===== config.mk =====
export PLATFORM = sky130hd
export DESIGN_NAME = multichannel_discharge_time_capture
export DESIGN_NICKNAME = d
export VERILOG_FILES = /design/src/rtl/core/mdtc_pkg.sv /design/src/rtl/core/mdtc_cell.sv /design/src/rtl/core/multichannel_discharge_time_capture.sv
export SDC_FILE = /design/constraint.sdc
export NUM_CORES = 2
export LEC_CHECK = 0
export ABC_AREA = 1
export BUFFER_PORTS_ARGS = -buffer_cell sky130_fd_sc_hd__buf_4
export CAP_MARGIN = 10
export CORE_ASPECT_RATIO = 1.5
export CORE_MARGIN = 3
export CORE_UTILIZATION = 50
export CTS_CLUSTER_SIZE = 24
export DETAILED_ROUTE_END_ITERATION = 6
export PLACE_DENSITY = 0.69
export SETUP_SLACK_MARGIN = 0.2
export SLEW_MARGIN = 40
export SYNTH_ARGS = -nofsm -noshare
export SYNTH_HDL_FRONTEND = slang
export SYNTH_HIERARCHICAL = 1
export SYNTH_SLANG_ARGS = --single-unit

===== constraint.sdc =====
create_clock -name aclk -period 9 [get_ports aclk]
set_input_delay 0.45 -clock aclk [delete_from_list [all_inputs] [get_ports aclk]]
set_output_delay 0.45 -clock aclk [all_outputs]
set_load 0.01 [all_outputs]

===== src/rtl/core/mdtc_pkg.sv =====
// ----------------------------------------------------------------------------
// Discharge time capture package
// Shared widths, reset values, register indexes and cell control bundle.
// ----------------------------------------------------------------------------
`default_nettype none

package mdtc_pkg;

    localparam int NUM_CHANNELS_DEF = 24;
    localparam int CH_W             = 5;
    localparam int TICK_W           = 16;
    localparam int OVS_W            = 8;
    localparam int PIN_W            = 24;
    localparam int S_TDATA_W        = 24;
    localparam int M_TDATA_W        = 24;
    localparam int M_PAD_W          = M_TDATA_W - CH_W - TICK_W;
    localparam int CFG_ADDR_W       = 1;
    localparam int CFG_DATA_W       = 16;

    localparam logic [TICK_W-1:0] TIMEOUT_RST = 16'd1000;
    localparam logic [OVS_W-1:0]  OVS_RST     = 8'd1;

    localparam logic [CFG_ADDR_W-1:0] REG_TIMEOUT    = 1'd0;
    localparam logic [CFG_ADDR_W-1:0] REG_OVERSAMPLE = 1'd1;

    typedef struct packed {
        logic              tick;
        logic              first;
        logic              ends;
        logic              emit;
        logic              shift;
        logic [TICK_W-1:0] elapsed;
        logic [TICK_W-1:0] timeout;
    } cell_ctrl_t;

endpackage

`default_nettype wire


===== src/rtl/core/mdtc_cell.sv =====
// ----------------------------------------------------------------------------
// Discharge time capture cell
// Per-channel capture flag, current and maximum discharge time, and one stage
// of the result shift chain toward channel zero.
// ----------------------------------------------------------------------------
`default_nettype none

module mdtc_cell (
    input  wire logic                        aclk,
    input  wire logic                        aresetn,
    input  wire mdtc_pkg::cell_ctrl_t        ctrl,
    input  wire logic                        pin_level,
    input  wire logic [mdtc_pkg::TICK_W-1:0] nbr_val,
    output logic                             cap_now,
    output logic [mdtc_pkg::TICK_W-1:0]      out_val
);

    logic                        captured_reg, captured_next;
    logic [mdtc_pkg::TICK_W-1:0] cur_reg, cur_next;
    logic [mdtc_pkg::TICK_W-1:0] max_reg, max_next;
    logic [mdtc_pkg::TICK_W-1:0] out_reg, out_next;
    logic                        cap_eff;
    logic                        new_cap;
    logic [mdtc_pkg::TICK_W-1:0] len_val;
    logic [mdtc_pkg::TICK_W-1:0] max_upd;

    assign cap_eff = captured_reg && !ctrl.first;
    assign new_cap = !cap_eff && !pin_level;
    assign cap_now = cap_eff || !pin_level;
    assign len_val = !cap_now ? ctrl.timeout : (new_cap ? ctrl.elapsed : cur_reg);
    assign max_upd = (len_val > max_reg) ? len_val : max_reg;

    always_comb begin
        captured_next = captured_reg;
        cur_next      = cur_reg;
        max_next      = max_reg;
        out_next      = out_reg;
        if (ctrl.tick) begin
            if (new_cap) begin
                cur_next = ctrl.elapsed;
            end
            captured_next = ctrl.ends ? 1'b0 : cap_now;
            if (ctrl.ends) begin
                max_next = ctrl.emit ? '0 : max_upd;
            end
        end
        if (ctrl.emit) begin
            out_next = max_upd;
        end else if (ctrl.shift) begin
            out_next = nbr_val;
        end
    end

    always_ff @(posedge aclk) begin
        if (!aresetn) begin
            captured_reg <= 1'b0;
            max_reg      <= '0;
        end else begin
            captured_reg <= captured_next;
            max_reg      <= max_next;
        end
        cur_reg <= cur_next;
        out_reg <= out_next;
    end

    assign out_val = out_reg;

endmodule

`default_nettype wire


===== src/rtl/core/multichannel_discharge_time_capture.sv =====
// ----------------------------------------------------------------------------
// Multichannel discharge time capture
// Times the first low level of each channel per reading, keeps the maximum
// over several readings and reports one result per channel.
//
// Channel   Dir   Handshake         Payload
// s_        in    tvalid/tready     tdata: pin_levels; tuser: first_tick
// m_        out   tvalid/tready     tdata: channel, pulse_ticks; tlast: last
// cfg_      in    we                addr: register index; wdata: value
//
// One tick is taken per cycle while s_tready is high; a reading is resolved
// in the cycle its closing tick is accepted, by the row of per-channel cells.
// A report loads the cell shift chain and drains NUM_CHANNELS results, one
// per cycle taken by the sink. A tick that would close a report while the
// previous one still drains waits until its last result is taken.
// Reset is synchronous and leaves every reading and maximum clear.
// ----------------------------------------------------------------------------
`default_nettype none

module multichannel_discharge_time_capture #(
    parameter int NUM_CHANNELS = mdtc_pkg::NUM_CHANNELS_DEF
) (
    input  wire logic                            aclk,
    input  wire logic                            aresetn,
    input  wire logic                            s_tvalid,
    output logic                                 s_tready,
    input  wire logic [mdtc_pkg::S_TDATA_W-1:0]  s_tdata,   // [23:0] pin_levels
    input  wire logic                            s_tuser,   // [0] first_tick
    output logic                                 m_tvalid,
    input  wire logic                            m_tready,
    output logic [mdtc_pkg::M_TDATA_W-1:0]       m_tdata,   // [4:0] channel, [20:5] pulse_ticks
    output logic                                 m_tlast,
    input  wire logic                            cfg_we,
    input  wire logic [mdtc_pkg::CFG_ADDR_W-1:0] cfg_addr,
    input  wire logic [mdtc_pkg::CFG_DATA_W-1:0] cfg_wdata
);

    logic [mdtc_pkg::TICK_W-1:0] timeout_reg, timeout_next;
    logic [mdtc_pkg::OVS_W-1:0]  ovs_reg, ovs_next;
    logic [mdtc_pkg::TICK_W-1:0] elapsed_reg, elapsed_next;
    logic                        active_reg, active_next;
    logic [mdtc_pkg::OVS_W-1:0]  rdone_reg, rdone_next;
    logic                        busy_reg, busy_next;
    logic [mdtc_pkg::CH_W-1:0]   head_reg, head_next;

    mdtc_pkg::cell_ctrl_t        ctrl;
    logic [NUM_CHANNELS-1:0]     cap_now;
    logic [mdtc_pkg::TICK_W-1:0] out_val [NUM_CHANNELS+1];

    logic                        s_fire, m_fire;
    logic                        active_eff;
    logic [mdtc_pkg::TICK_W-1:0] elapsed_eff;
    logic                        would_end, would_emit;
    logic [mdtc_pkg::OVS_W-1:0]  rdone_inc;
    logic                        last_head;

    assign s_fire      = s_tvalid && s_tready;
    assign m_fire      = m_tvalid && m_tready;
    assign active_eff  = s_tuser || active_reg;
    assign elapsed_eff = s_tuser ? '0 : elapsed_reg;
    assign rdone_inc   = rdone_reg + 1'b1;
    assign would_end   = active_eff && ((&cap_now) || (elapsed_eff >= timeout_reg));
    assign would_emit  = would_end && (rdone_inc >= ovs_reg);
    assign last_head   = (head_reg == mdtc_pkg::CH_W'(NUM_CHANNELS - 1));

    assign s_tready = !busy_reg || !would_emit || (last_head && m_tready);

    assign ctrl.tick    = s_fire && active_eff;
    assign ctrl.first   = s_tuser;
    assign ctrl.ends    = s_fire && would_end;
    assign ctrl.emit    = s_fire && would_emit;
    assign ctrl.shift   = m_fire;
    assign ctrl.elapsed = elapsed_eff;
    assign ctrl.timeout = timeout_reg;

    assign out_val[NUM_CHANNELS] = '0;

    for (genvar i = 0; i < NUM_CHANNELS; i++) begin : g_cell
        logic pin;
        if (i < mdtc_pkg::PIN_W) begin : g_pin
            assign pin = s_tdata[i];
        end else begin : g_low
            assign pin = 1'b0;
        end
        mdtc_cell u_cell (
            .aclk      (aclk),
            .aresetn   (aresetn),
            .ctrl      (ctrl),
            .pin_level (pin),
            .nbr_val   (out_val[i+1]),
            .cap_now   (cap_now[i]),
            .out_val   (out_val[i])
        );
    end

    always_comb begin
        timeout_next = timeout_reg;
        ovs_next     = ovs_reg;
        if (cfg_we) begin
            case (cfg_addr)
                mdtc_pkg::REG_TIMEOUT:    timeout_next = cfg_wdata;
                mdtc_pkg::REG_OVERSAMPLE: ovs_next     = cfg_wdata[mdtc_pkg::OVS_W-1:0];
                default: ;
            endcase
        end
    end

    always_comb begin
        elapsed_next = elapsed_reg;
        active_next  = active_reg;
        rdone_next   = rdone_reg;
        if (ctrl.tick) begin
            active_next  = !ctrl.ends;
            elapsed_next = ctrl.ends ? '0 : elapsed_eff + 1'b1;
        end
        if (ctrl.emit) begin
            rdone_next = '0;
        end else if (ctrl.ends) begin
            rdone_next = rdone_inc;
        end
    end

    always_comb begin
        busy_next = busy_reg;
        head_next = head_reg;
        if (ctrl.emit) begin
            busy_next = 1'b1;
            head_next = '0;
        end else if (m_fire) begin
            if (last_head) begin
                busy_next = 1'b0;
                head_next = '0;
            end else begin
                head_next = head_reg + 1'b1;
            end
        end
    end

    always_ff @(posedge aclk) begin
        if (!aresetn) begin
            timeout_reg <= mdtc_pkg::TIMEOUT_RST;
            ovs_reg     <= mdtc_pkg::OVS_RST;
            elapsed_reg <= '0;
            active_reg  <= 1'b0;
            rdone_reg   <= '0;
            busy_reg    <= 1'b0;
            head_reg    <= '0;
        end else begin
            timeout_reg <= timeout_next;
            ovs_reg     <= ovs_next;
            elapsed_reg <= elapsed_next;
            active_reg  <= active_next;
            rdone_reg   <= rdone_next;
            busy_reg    <= busy_next;
            head_reg    <= head_next;
        end
    end

    assign m_tvalid = busy_reg;
    assign m_tdata  = {{mdtc_pkg::M_PAD_W{1'b0}}, out_val[0], head_reg};
    assign m_tlast  = last_head;

    a_emit_free: assert property (@(posedge aclk) disable iff (!aresetn)
        ctrl.emit |-> (!busy_reg || (last_head && m_tready)))
        else $error("report loaded over an undrained one");

    a_emit_start: assert property (@(posedge aclk) disable iff (!aresetn)
        ctrl.emit |=> (m_tvalid && head_reg == '0))
        else $error("report does not start at channel zero");

    a_head_range: assert property (@(posedge aclk) disable iff (!aresetn)
        busy_reg |-> (head_reg <= mdtc_pkg::CH_W'(NUM_CHANNELS - 1)))
        else $error("result head past last channel");

    a_idle_clear: assert property (@(posedge aclk) disable iff (!aresetn)
        !active_reg |-> (elapsed_reg == '0))
        else $error("elapsed count held outside a reading");

endmodule

`default_nettype wire


Word level (Yosys, flattened, before mapping) --
Index checks and enable logic that the tools add are counted.
Cells by class: add/sub/neg operators 3, equal/unequal tests 1, magnitude comparators 26, multiplexer cells 174, reductions and logical operators 144, bitwise operators 2
Operators with widths (count):
- two-way mux 16 bit | 146
- > comparator 16 bit | 24
- logical AND 1 bit | 56
- logical NOT 1 bit | 52
- logical OR 1 bit | 28
- two-way mux 1 bit | 27
- AND reduction 24 bit | 1
- adder 16 x 1 -> 16 bit, second input constant | 1
- >= comparator 16 bit | 1
- adder 8 x 1 -> 8 bit, second input constant | 1
- >= comparator 8 bit | 1
- AND reduction 2 bit | 4
- adder 5 x 1 -> 5 bit, second input constant | 1
- equality test 5 bit, second input constant | 1
- two-way mux 5 bit | 1
- nonzero test 2 bit | 2
- NOT 1 bit | 2
- OR reduction 2 bit | 1
Word-level totals: output and inout port bits 27, register bits 1231, word-level logic and storage cells 453, input bits 47

Depth between registers and ports, before layout --
depth in word-level cells 14, gate-level depth with buffers 22, gate-level depth less buffers 20

Modules after synthesis --
The synthesis kept the hierarchy.
Modules (own cells, without submodules):
- mdtc_cell (g_cell[10].u_cell ...) | times used 12, area an instance 2964.1 um^2, cells each 387
- mdtc_cell (g_cell[22].u_cell ...) | times used 8, area an instance 3176.8 um^2, cells each 387
- mdtc_cell (g_cell[8].u_cell ...) | times used 2, area an instance 3184.3 um^2, cells each 386
- multichannel_discharge_time_capture | times used 1, area an instance 3445.8 um^2, cells each 507
- mdtc_cell (g_cell[0].u_cell) | times used 1, area an instance 3195.6 um^2, cells each 387
- mdtc_cell (g_cell[14].u_cell) | times used 1, area an instance 2965.3 um^2, cells each 386

Least setup slack after synthesis --
Ideal clock, no wire load.
path type input to register, from input port s_tuser, to register g_cell[0].u_cell/max_reg[10] in the netlist's numbering, setup slack -753 ps, required time 8929 ps, cell stages on the path 18, data arrival time 9682 ps, buffers on the path 3, cells stage by stage buf_2 nor2_1 ha_1 nand2_1 inv_1 nand3_1 inv_1 a21oi_1 nand4_2 nand4_2 nand3_4 buf_6 inv_2 nand2_1 nor2_1 buf_4 nand3_2 a21oi_2
RTL lines:
- start, declared | line multichannel_discharge_time_capture.sv:28 | input wire logic s_tuser,
- end signal, assigned | line mdtc_cell.sv:60 | max_reg <= max_next;
- end, declared | line mdtc_cell.sv:20 | logic [mdtc_pkg::TICK_W-1:0] max_reg, max_next;

==> out/results.ini <==
[outcome]
status=complete, but fails checks
violations=DRC

[power_and_ir_drop]
p_per_area_mw_per_mm2=171
p_sw_mw=4.28
power_mw=14.1
vdd_drop_max_mv=0.146
combPwrFrac=0.193
seqPwrFrac=0.437
p_int_mw=9.82
pwr-share-clk=0.370
power_leakage_nw=35.5
swShare=0.303

[setup_path]
end_kind=flop
path_max_fanout=164
crit_path_start_kind=input port
cp_data_required_time_ps=9640
cp_data_arrival_time_ps=6680
crit_type=in -> reg

[place]
dp_hpwl_um=153000
placed_area_mm2=0.0784
gp_congestion=0.913
dpl_worst_slack_ps=2590
port_buffers=70

[global_route]
grt_pass1_wl_um=352000
first_global_vias=61800
grt_antenna_before_repair=8
grt.overflow.total=0
grt_max_degree=165
grt_usage=0.284

[synthesis]
ys_types=47
synth_edf_count=768
synth-simple-area-share=0.321
synth_common_cells=3054 x nand2_1, 1509 x nand3_1, 1190 x inv_1
synthCells=9792
yosysWarningCount=6
synth_seq_cells=1231
postSynthAreaPerCell_um2=7.86
synthArstFlopShare=0
ys_top_cells_by_area=edfxtp_1 30%, nand2_1 15%, dfxtp_1 12%, nand3_1 9.8%, ha_1 6.7%
synth-adder-area-share=0.0667
synth_area_mm2=0.0770
netlist.area_leader.share=0.300
ys.flop_type=edfxtp_1
synth_xor_area_frac=0.00239
post-synth-top-count-cell=nand2_1
ys_seq_area_frac=0.420
synthMuxAreaShare=0
synth-compound-area-share=0.0887
netlist.top_cell.by_area=edfxtp_1
synth_top_family_by_area=simple AND/OR/NAND/NOR gates

[die]
fp.dieW_um=326
coreArea_mm2=0.152
num_io_pins=74
die_height_um=486
floorplan.rows=175
initial_core_util=0.506
fp.dieArea_mm2=0.159

[clock_network]
numCtsBuffers=118
clk_latency_ps=740
cts_tree=done
postCtsResizedCells=0
cts.reportedPaths.clkPinSlew_ps=60
cts_htree_levels=3
clk_path_buf_depth=3
postCtsSetupBuffers=0
cts_root_buffer=clkbuf_16
postCtsHoldBufs=8
cts_sinks=1231

[sta]
finalClockSkew_ps=27.0
rsz0062_at_grt=false
fmax_ghz=0.166
setup_ws_ps=2960
hold_viol_final=0
slew_headroom=0.360
finalSetupViolCount=0
worst_pin_slew_ps=961
drv_slew=0
finalCritPeriodShare=0.671
tns_ps=0
fin_crit_ps=6040

[routing]
num_vias=65400
first_pass_iters=7
viasPerCell=5.53
drc_errors=1
wl_per_cell_um=19.6
postRouteAntennaNets=0
wirelength_um=232000
drt_iter0_drc=6157

[cells_and_area]
area.sequential_mm2=0.0324
fillers=14200
multi_input_area_mm2=0.0371
area_delta_synth_final_pct=7.26
fin_nets=10200
drive_gt1_frac=0.147
final_util=0.542
final_cell_area_mm2=0.0825

[hold_path]
hold_class=in -> reg

[flow_run]
maxCapViolations=0

==> worst max-delay path: stages <==
cell	delay, ps
buf_4	590
buf_4	450
inv_1	130
nand2_4	190
nand2_2	450
nand4_1	350
nor2_1	140
nand3_1	120
nand4_2	150
nand4_2	150
nand3_4	380
inv_16	610
nand2_1	710
nor2_1	790
buf_4	330
nand3_1	90
a21oi_1	150
==> placed cells by master, fill, tap and decap left out, types with 77 or more instances in the layout <==
master,n
nand2_1,3054
nand3_1,1509
inv_1,1185
edfxtp_1,768
a21oi_1,452
dfxtp_1,447
ha_1,410
inv_2,248
o21ai_2,247
nand2_4,195
nor2_1,169
buf_4,133
clkbuf_16,129
nand3_2,124
a21oi_2,113
o21ai_0,107
o21ai_1,77
==> final cells by class <==
cell class	count	area share
multi-input cells	6766	0.449
flip-flops and latches	1231	0.392
inverters	1436	0.0655
clock buffers	169	0.0420
well taps	2035	0.0308
repair buffers	145	0.0140
clock inverters	52	0.00646
diodes	7	0.000212
==> power by group through the flow <==
stage / Sequential [mW] / Combinational, mW / Clock (mW)
after floorplan: 6.29 / 2.18 / 0
after global placement: 6.28 / 2.61 / 0
after detailed placement: 6.28 / 2.68 / 0
after CTS: 6.16 / 2.69 / 5.30
after global routing: 6.17 / 3.05 / 5.51
final: 6.16 / 2.73 / 5.21
==> routing by layer <==
layer,track usage,vias to the layer above,wire (µm)
met1,0.359,30400,90900
met4,0.159,6,14400
met5,0,-,34
met3,0.0347,672,18000
li1,-,31800,-
met2,0.470,2574,109000
==> kinds of logic (layout without fill, tap and decap cells) <==
| group | after synthesis | count (layout) |
|---|---|---|
| and+or+nand+nor | 5261 | 5261 |
| buffers and inverters | 1813 | 1802 |
| DFF | 1231 | 1231 |
| AOI/OAI and AO/OA | 1055 | 1055 |
| adders and majority gates | 410 | 410 |
| xor gates and xnor gates | 21 | 21 |
| other | 1 | 26 |
==> path summary, 6_finish.rpt <==
check	start	endpoint	slack (ps)	cells after the start
worst min-delay path	cfg_wdata[14]	timeout_reg[14]$_SDFFE_PN0P_	60	3
worst min register to register	g_cell[18].u_cell/max_reg[1]$_SDFFE_PN0P_	g_cell[18].u_cell/max_reg[1]$_SDFFE_PN0P_	460	2
worst max register to register	rdone_reg[0]$_SDFFE_PP0N_	g_cell[23].u_cell/max_reg[3]$_SDFFE_PN0P_	3000	18
worst max-delay path	s_tuser	g_cell[23].u_cell/max_reg[3]$_SDFFE_PN0P_	2960	17
==> stage by stage <==
stage / hold WS (ps) / cells
2_1_floorplan: 435 / 9810
3_3_place_gp: 451 / 11600
3_5_place_dp: 455 / 11600
4_1_cts: 4.10 / 11800
5_1_grt: 52.1 / 11800
6_report: 59.0 / 11800
Note: power is estimated with default switching activity, not from simulation.
